[config.mk]
export PLATFORM = sky130hd
export DESIGN_NAME = base64_mime_encoder
export DESIGN_NICKNAME = d
export VERILOG_FILES = /design/src/sv/b64me_pkg.sv /design/src/sv/base64_mime_encoder.sv /design/src/sv/b64me_front.sv /design/src/sv/b64me_fifo.sv /design/src/sv/b64me_back.sv
export SDC_FILE = /design/constraint.sdc
export NUM_CORES = 1
export LEC_CHECK = 0
export ABC_AREA = 1
export BUFFER_PORTS_ARGS = -buffer_cell sky130_fd_sc_hd__buf_4
export CAP_MARGIN = 20
export CORE_MARGIN = 2
export CORE_UTILIZATION = 56
export CTS_CLUSTER_DIAMETER = 40
export CTS_CLUSTER_SIZE = 10
export DETAILED_ROUTE_END_ITERATION = 6
export PLACE_DENSITY = 0.75
export SLEW_MARGIN = 5
export SYNTH_ARGS = -nofsm -noshare
export SYNTH_HDL_FRONTEND = slang
export SYNTH_SLANG_ARGS = --single-unit
export TNS_END_PERCENT = 100
[constraint.sdc]
create_clock -name clk -period 3.18 [get_ports clk]
set_input_delay 0.318 -clock clk [delete_from_list [all_inputs] [get_ports clk]]
set_output_delay 0.318 -clock clk [all_outputs]
set_load 0.005 [all_outputs]
[src/sv/b64me_pkg.sv]
// b64me_pkg: beat types, group record and character constants for the base64 mime encoder
// no dependencies; used by every module of the block
package b64me_pkg;

  typedef struct packed {
    logic [7:0] data_byte;
    logic       final_byte;
  } in_beat_t;

  typedef struct packed {
    logic [6:0] out_char;
    logic       last_char;
  } out_beat_t;

  // one group of up to three bytes, ready to be turned into characters
  typedef struct packed {
    logic        crlf;       // line break goes out before the group
    logic        final_grp;  // group closes the message
    logic [1:0]  nbytes;     // 1 to 3 bytes present
    logic [23:0] word;       // bytes packed big-endian, zero filled
  } grp_t;

  localparam int unsigned GrpQDepth = 4;
  localparam int unsigned GrpQPtrW  = 2;
  localparam int unsigned GrpQCntW  = 3;

  localparam logic [6:0] CHAR_CR  = 7'd13;
  localparam logic [6:0] CHAR_LF  = 7'd10;
  localparam logic [6:0] CHAR_PAD = 7'd61;

  // character steps inside one group
  localparam logic [2:0] STEP_CR   = 3'd0;
  localparam logic [2:0] STEP_LF   = 3'd1;
  localparam logic [2:0] STEP_C0   = 3'd2;
  localparam logic [2:0] STEP_LAST = 3'd5;

  function automatic logic [6:0] b64_char(input logic [5:0] v);
    logic [6:0] c;
    if (v < 6'd26) begin
      c = 7'd65 + {1'b0, v};
    end else if (v < 6'd52) begin
      c = 7'd97 + {1'b0, v} - 7'd26;
    end else if (v < 6'd62) begin
      c = 7'd48 + {1'b0, v} - 7'd52;
    end else if (v == 6'd62) begin
      c = 7'd43;
    end else begin
      c = 7'd47;
    end
    return c;
  endfunction

endpackage

[src/sv/base64_mime_encoder.sv]
// base64_mime_encoder: top level, byte stream in, base64 characters with cr lf breaks out
// a closed group goes into the group queue, then its first character into the output register
// throughput: one byte per cycle in while the 4-entry group queue has room; one character
// per cycle out while pop is held and a group is queued, so a group of 4 or 6 characters sets the rate
// reset: synchronous active-low rst_n empties the queue and output and starts a fresh line
// depends on b64me_pkg, b64me_front, b64me_fifo, b64me_back
module base64_mime_encoder #(
  parameter int unsigned LINE_CHARS = 76
) (
  input  logic                 clk,
  input  logic                 rst_n,
  // byte side
  input  logic                 push,
  output logic                 full,
  input  b64me_pkg::in_beat_t  in_data,
  // character side
  output logic                 empty,
  input  logic                 pop,
  output b64me_pkg::out_beat_t out_data
);

  logic            in_accept;
  logic            grp_push;
  b64me_pkg::grp_t grp_w;
  logic            q_full;
  logic            q_valid;
  logic            q_pop;
  b64me_pkg::grp_t head;
  logic            out_valid;
  logic            out_take;

  // full reflects only the group queue; bytes that fill a group need no slot
  // but are held off too, which keeps the front free of extra buffering
  assign full      = q_full;
  assign in_accept = push && !q_full;

  // front: packs bytes, places line breaks, pushes one record per group
  b64me_front #(
    .LINE_CHARS(LINE_CHARS)
  ) u_front (
    .clk     (clk),
    .rst_n   (rst_n),
    .accept  (in_accept),
    .in_beat (in_data),
    .grp_push(grp_push),
    .grp     (grp_w)
  );

  // group queue decouples byte intake from character output
  b64me_fifo u_fifo (
    .clk    (clk),
    .rst_n  (rst_n),
    .wr_en  (grp_push),
    .wr_grp (grp_w),
    .rd_en  (q_pop),
    .q_full (q_full),
    .q_valid(q_valid),
    .rd_grp (head)
  );

  // back: one character per cycle, while pop is held and a group is queued, into an output
  // register that takes a new beat in the same cycle the current one is popped
  assign out_take = pop && out_valid;

  b64me_back u_back (
    .clk      (clk),
    .rst_n    (rst_n),
    .q_valid  (q_valid),
    .head     (head),
    .q_pop    (q_pop),
    .out_valid(out_valid),
    .out_beat (out_data),
    .out_take (out_take)
  );

  assign empty = !out_valid;

endmodule

[src/sv/b64me_front.sv]
// b64me_front: collects bytes into groups and decides where line breaks fall
// depends on b64me_pkg
module b64me_front #(
  parameter int unsigned LINE_CHARS = 76
) (
  input  logic               clk,
  input  logic               rst_n,
  input  logic               accept,
  input  b64me_pkg::in_beat_t in_beat,
  output logic               grp_push,
  output b64me_pkg::grp_t    grp
);

  localparam logic [7:0] LineLen = 8'(LINE_CHARS);

  logic [15:0] held_r, held_nxt;
  logic [1:0]  fill_r, fill_nxt;
  logic [6:0]  pos_r, pos_nxt;
  logic        close_grp;
  logic        brk;

  assign close_grp = (fill_r == 2'd2) || in_beat.final_byte;
  assign grp_push  = accept && close_grp;
  assign brk       = (pos_r != 7'd0) && (({1'b0, pos_r} + 8'd4) > LineLen);

  always_comb begin
    grp.crlf      = brk;
    grp.final_grp = in_beat.final_byte;
    grp.nbytes    = fill_r + 2'd1;
    case (fill_r)
      2'd2:    grp.word = {held_r, in_beat.data_byte};
      2'd1:    grp.word = {held_r[7:0], in_beat.data_byte, 8'h00};
      default: grp.word = {in_beat.data_byte, 16'h0000};
    endcase
  end

  always_comb begin
    held_nxt = held_r;
    fill_nxt = fill_r;
    pos_nxt  = pos_r;
    if (accept) begin
      if (close_grp) begin
        held_nxt = 16'h0000;
        fill_nxt = 2'd0;
        if (in_beat.final_byte) begin
          pos_nxt = 7'd0;
        end else if (brk) begin
          pos_nxt = 7'd4;
        end else begin
          pos_nxt = pos_r + 7'd4;
        end
      end else begin
        held_nxt = {held_r[7:0], in_beat.data_byte};
        fill_nxt = fill_r + 2'd1;
      end
    end
  end

  always_ff @(posedge clk) begin
    if (!rst_n) begin
      held_r <= 16'h0000;
      fill_r <= 2'd0;
      pos_r  <= 7'd0;
    end else begin
      held_r <= held_nxt;
      fill_r <= fill_nxt;
      pos_r  <= pos_nxt;
    end
  end

endmodule

[src/sv/b64me_fifo.sv]
// b64me_fifo: short queue of groups between front and back
// depends on b64me_pkg
module b64me_fifo (
  input  logic            clk,
  input  logic            rst_n,
  input  logic            wr_en,
  input  b64me_pkg::grp_t wr_grp,
  input  logic            rd_en,
  output logic            q_full,
  output logic            q_valid,
  output b64me_pkg::grp_t rd_grp
);

  b64me_pkg::grp_t mem_r [b64me_pkg::GrpQDepth];
  logic [b64me_pkg::GrpQPtrW-1:0] wr_ptr_r, rd_ptr_r;
  logic [b64me_pkg::GrpQCntW-1:0] cnt_r, cnt_nxt;

  assign q_full  = (cnt_r == b64me_pkg::GrpQCntW'(b64me_pkg::GrpQDepth));
  assign q_valid = (cnt_r != '0);
  assign rd_grp  = mem_r[rd_ptr_r];

  always_comb begin
    cnt_nxt = cnt_r;
    if (wr_en && !rd_en) begin
      cnt_nxt = cnt_r + 1'b1;
    end else if (rd_en && !wr_en) begin
      cnt_nxt = cnt_r - 1'b1;
    end
  end

  always_ff @(posedge clk) begin
    if (wr_en) begin
      mem_r[wr_ptr_r] <= wr_grp;
    end
  end

  always_ff @(posedge clk) begin
    if (!rst_n) begin
      wr_ptr_r <= '0;
      rd_ptr_r <= '0;
      cnt_r    <= '0;
    end else begin
      if (wr_en) begin
        wr_ptr_r <= wr_ptr_r + 1'b1;
      end
      if (rd_en) begin
        rd_ptr_r <= rd_ptr_r + 1'b1;
      end
      cnt_r <= cnt_nxt;
    end
  end

endmodule

[src/sv/b64me_back.sv]
// b64me_back: walks the head group into the output register, one character per
// cycle while that register is free or popped; depends on b64me_pkg
module b64me_back (
  input  logic                clk,
  input  logic                rst_n,
  input  logic                q_valid,
  input  b64me_pkg::grp_t     head,
  output logic                q_pop,
  output logic                out_valid,
  output b64me_pkg::out_beat_t out_beat,
  input  logic                out_take
);

  logic [2:0] step_r, step_nxt;
  logic [2:0] eff;
  logic [2:0] idx3;
  logic [1:0] idx;
  logic [5:0] sext;
  logic       load;
  logic       valid_r, valid_nxt;
  b64me_pkg::out_beat_t beat_r, beat_nxt;

  // groups without a line break skip the cr and lf steps
  assign eff  = (step_r == b64me_pkg::STEP_CR && !head.crlf) ? b64me_pkg::STEP_C0 : step_r;
  assign idx3 = eff - b64me_pkg::STEP_C0;
  assign idx  = idx3[1:0];
  assign load = q_valid && (!valid_r || out_take);
  assign q_pop = load && (eff == b64me_pkg::STEP_LAST);

  always_comb begin
    case (idx)
      2'd0:    sext = head.word[23:18];
      2'd1:    sext = head.word[17:12];
      2'd2:    sext = head.word[11:6];
      default: sext = head.word[5:0];
    endcase
  end

  always_comb begin
    beat_nxt.last_char = 1'b0;
    case (eff)
      b64me_pkg::STEP_CR: beat_nxt.out_char = b64me_pkg::CHAR_CR;
      b64me_pkg::STEP_LF: beat_nxt.out_char = b64me_pkg::CHAR_LF;
      default: begin
        beat_nxt.out_char  = (idx > head.nbytes) ? b64me_pkg::CHAR_PAD
                                                 : b64me_pkg::b64_char(sext);
        beat_nxt.last_char = head.final_grp && (idx == 2'd3);
      end
    endcase
  end

  always_comb begin
    step_nxt  = step_r;
    valid_nxt = valid_r;
    if (load) begin
      step_nxt  = (eff == b64me_pkg::STEP_LAST) ? b64me_pkg::STEP_CR : eff + 3'd1;
      valid_nxt = 1'b1;
    end else if (out_take) begin
      valid_nxt = 1'b0;
    end
  end

  always_ff @(posedge clk) begin
    if (load) begin
      beat_r <= beat_nxt;
    end
  end

  always_ff @(posedge clk) begin
    if (!rst_n) begin
      step_r  <= b64me_pkg::STEP_CR;
      valid_r <= 1'b0;
    end else begin
      step_r  <= step_nxt;
      valid_r <= valid_nxt;
    end
  end

  assign out_valid = valid_r;
  assign out_beat  = beat_r;

endmodule

==> flow_summary.json <==
{
  "drt-wirelength-per-cell_um": 16.5,
  "grt.total_usage": 0.231,
  "synth_area_per_cell_um2": 9.89,
  "final-hold-violation-count": 0,
  "worstSetupStartpointType": "register",
  "avgViaCountPerCell": 5.55,
  "clkLatencyLatePin_ps": 420,
  "yosysTopAreaCell": "edfxtp_1",
  "synth.area.top_cells": "edfxtp_1 49%, dfxtp_1 9.9%, nand2_1 6.9%",
  "fmax_ghz": 0.361,
  "fin_crit_ps": 2770,
  "core_region_area_um2": 12700,
  "io_pins": 23,
  "crit_chain": "inv_2 -> nand2_1 -> nand3_2 -> nand3_4 -> nand2_4 -> inv_4 -> nand2_4 -> a21oi_1 -> nor2_4 -> inv_2 -> ha_1 -> inv_1 -> nor2_1 -> nand2_1 -> nand2_1 -> nor2_1 -> nor2_1 -> nor2_1",
  "cts_buffer_depth": 2,
  "grt_overflow_total": 0,
  "crit_fanout": 15,
  "crit_path_frequent_cell": "nor2_1",
  "drt-pass1-iter-count": 5,
  "finalMaxSlewViolations": 0,
  "antenna_left": 0,
  "hold_buffers": 0,
  "peakVddDrop_v": 0.000393,
  "ys_warn_count": 0,
  "critPathMaxStageDelay_ps": 460,
  "grt_pass1_wl_um": 25000,
  "tritoncts": "done",
  "die_y_um": 118,
  "grt_start_max_net_pins": 54,
  "p_leak_nw": 3.16,
  "fin_crit_sh": 0.872,
  "synth_seq_cells": 156,
  "yosysSeqAreaShare": 0.592,
  "layout.nets": 787,
  "drc": 0,
  "gp_congestion": 0.846,
  "syn_inst": 738,
  "fin_tns_setup_ps": 0,
  "ys_types": 42,
  "async_reset_ff_frac": 0,
  "place_ws_ps": 442,
  "path_class": "register to register",
  "die_x_um": 118,
  "synth_top_flop_cell": "edfxtp_1",
  "die-area_um2": 14000,
  "yosysTopAreaCellShare": 0.493,
  "fin_ws_ps": 406,
  "synth_edf_count": 120,
  "required_ps": 3340,
  "diodes": 0,
  "numPortBuffers": 22,
  "clock_skew_ps": 7.16,
  "routed-via-count": 5219,
  "cp_slowest_cell": "dfxtp_1",
  "arrival_ps": 2930,
  "status": "complete, no violations",
  "hpwl_um": 10200,
  "hold_start": "in_data[0]",
  "final_layout_size_suffix_gt1_frac": 0.146,
  "cts_setup_buffers": 0,
  "ctsResizeCount": 0,
  "hp-class": "primary input to register",
  "maxCapViolations": 0,
  "rows": 41,
  "syn-num-nets": 768,
  "cts.clk_slew.worst_paths_ps": 60,
  "area_growth_syn_to_layout_pct": 12.7,
  "syn_area_um2": 7300,
  "drtIter0Drc": 432,
  "setup_viol": 0,
  "grt_pass1_vias": 5079,
  "ctsHtreeMaxLevel": 4,
  "worst_pin_slew_ps": 766,
  "start_util": 0.576,
  "cts-root-buf": "clkbuf_16",
  "cts.sinks": 156,
  "drt-total-wl_um": 15500,
  "rsz0062_at_grt": "false",
  "cts_buffers": 17,
  "cp-end-kind": "register",
  "antenna_found_initial": 0,
  "pwr_density_cell_nw_per_um2": 696,
  "slew-limit-headroom": 0.486
}
synthesized netlist by cell type, types with 3 or more instances:
cell	n
a211oi_1	3
a21oi_1	69
buf_2	8
buf_4	4
buf_6	8
clkbuf_1	16
dfxtp_1	36
edfxtp_1	120
ha_1	16
inv_1	59
inv_2	11
nand2_1	134
nand2_4	4
nand3_1	43
nand3_2	11
nand4_1	5
nor2_1	84
nor2_4	5
nor3_1	4
o21ai_0	42
o21ai_1	15
o22ai_1	12
xnor2_1	3
xor2_1	4
stage by stage:
stage | power (W) | hold WS (ps) | instance area (um2) | instances | util
after floorplan | 0.00330 | 417 | 7300 | 738 | -
after global placement | 0.00358 | 448 | 7600 | 910 | 0.600
after detailed placement | 0.00362 | 458 | 7600 | 910 | 0.600
after CTS | 0.00575 | 145 | 8230 | 941 | 0.650
after global routing | 0.00600 | 154 | 8230 | 941 | 0.650
final | 0.00573 | 162 | 8230 | 941 | 0.650
logic make-up (layout without fill, tap and decap cells):
logic type	Yosys count	in the layout	synth area share
and+or+nand+nor	299	299	0.189
adders and majority gates	17	17	0.0302
buffers and inverters	108	139	0.0675
DFF	156	156	0.592
xor gates and xnor gates	7	7	0.00840
AOI/OAI and AO/OA	151	151	0.113
layout make-up:
cell class / count / area, um2
Multi-Input combinational cell: 474 / 2490
Sequential cell: 156 / 4320
Timing Repair Buffer: 36 / 295
Tap cell: 172 / 215
Inverter: 72 / 273
Fill cell: 945 / 4440
Clock buffer: 18 / 429
Clock inverter: 13 / 199
worst max-delay path: cells and delay by family (launching register included):
| family | cells | cell delay, ps |
|---|---|---|
| AO/OA/AOI/OAI | 1 | 210 |
| adder cells (fa/ha/maj) | 1 | 240 |
| buffers and inverters | 4 | 400 |
| flip-flops | 1 | 460 |
| AND/OR/NAND/NOR | 12 | 1180 |
power by group:
| group | internal, W | total [W] | switching [W] |
|---|---|---|---|
| clock network | 0.00138 | 0.00214 | 0.000761 |
| registers | 0.00237 | 0.00242 | 0.0000476 |
| logic | 0.000393 | 0.00117 | 0.000776 |
state kept, by name, summed over array words and instances, names as in the netlist, named ones only:
| register | count |
|---|---|
| u_fifo.mem_r | 112 |
| u_back.out_valid | 1 |
| u_back.step_r | 3 |
| u_fifo.wr_ptr_r | 2 |
| u_fifo.cnt_r | 3 |
| u_back.out_beat | 8 |
| u_front.pos_r | 5 |
| u_fifo.rd_ptr_r | 2 |
| u_front.fill_r | 2 |
| u_front.held_r | 16 |
path summary, 6_finish.rpt:
kind | end | slack [ps] | depth (start not counted)
worst max register to register | u_back.out_beat[5] | 410 | 18
worst max-delay path | u_back.out_beat[5] | 410 | 18
worst min-delay path | u_fifo.mem_r[0][26] | 160 | 1
worst min register to register | u_fifo.rd_ptr_r[1] | 460 | 2
layer usage:
metal / track usage / vias to the layer above / part of all wire
li1: - / 2557 / -
met1: 0.294 / 2445 / 0.43
met2: 0.380 / 185 / 0.48
met3: 0.0516 / 32 / 0.064
met4: 0.104 / 0 / 0.025
met5: 0 / - / 0
cell usage in the layout (no fill, tap or decap), types with 2 or more instances in the layout:
cell type,netlist,routed
o22ai_1,12,12
a21oi_1,69,69
clkinv_4,0,2
o21ai_0,42,42
nand3_1,43,43
inv_1,59,59
nand4_2,2,2
nand2_2,2,2
nand4_1,5,5
nor2_1,84,80
nand2_1,134,134
clkbuf_16,0,17
buf_4,4,34
nand3b_1,2,2
nor2_2,2,6
buf_12,0,2
bufinv_16,0,5
nand2_4,4,4
clkinv_2,0,4
nor2_4,5,5
nor3_1,4,4
inv_2,11,11
xnor2_1,3,3
o21ai_1,15,15
ha_1,16,16
edfxtp_1,120,120
a211oi_1,3,3
xor2_1,4,4
nand3_2,11,11
clkinv_1,1,2
dfxtp_1,36,36
Note: power is estimated with default switching activity, not from simulation.
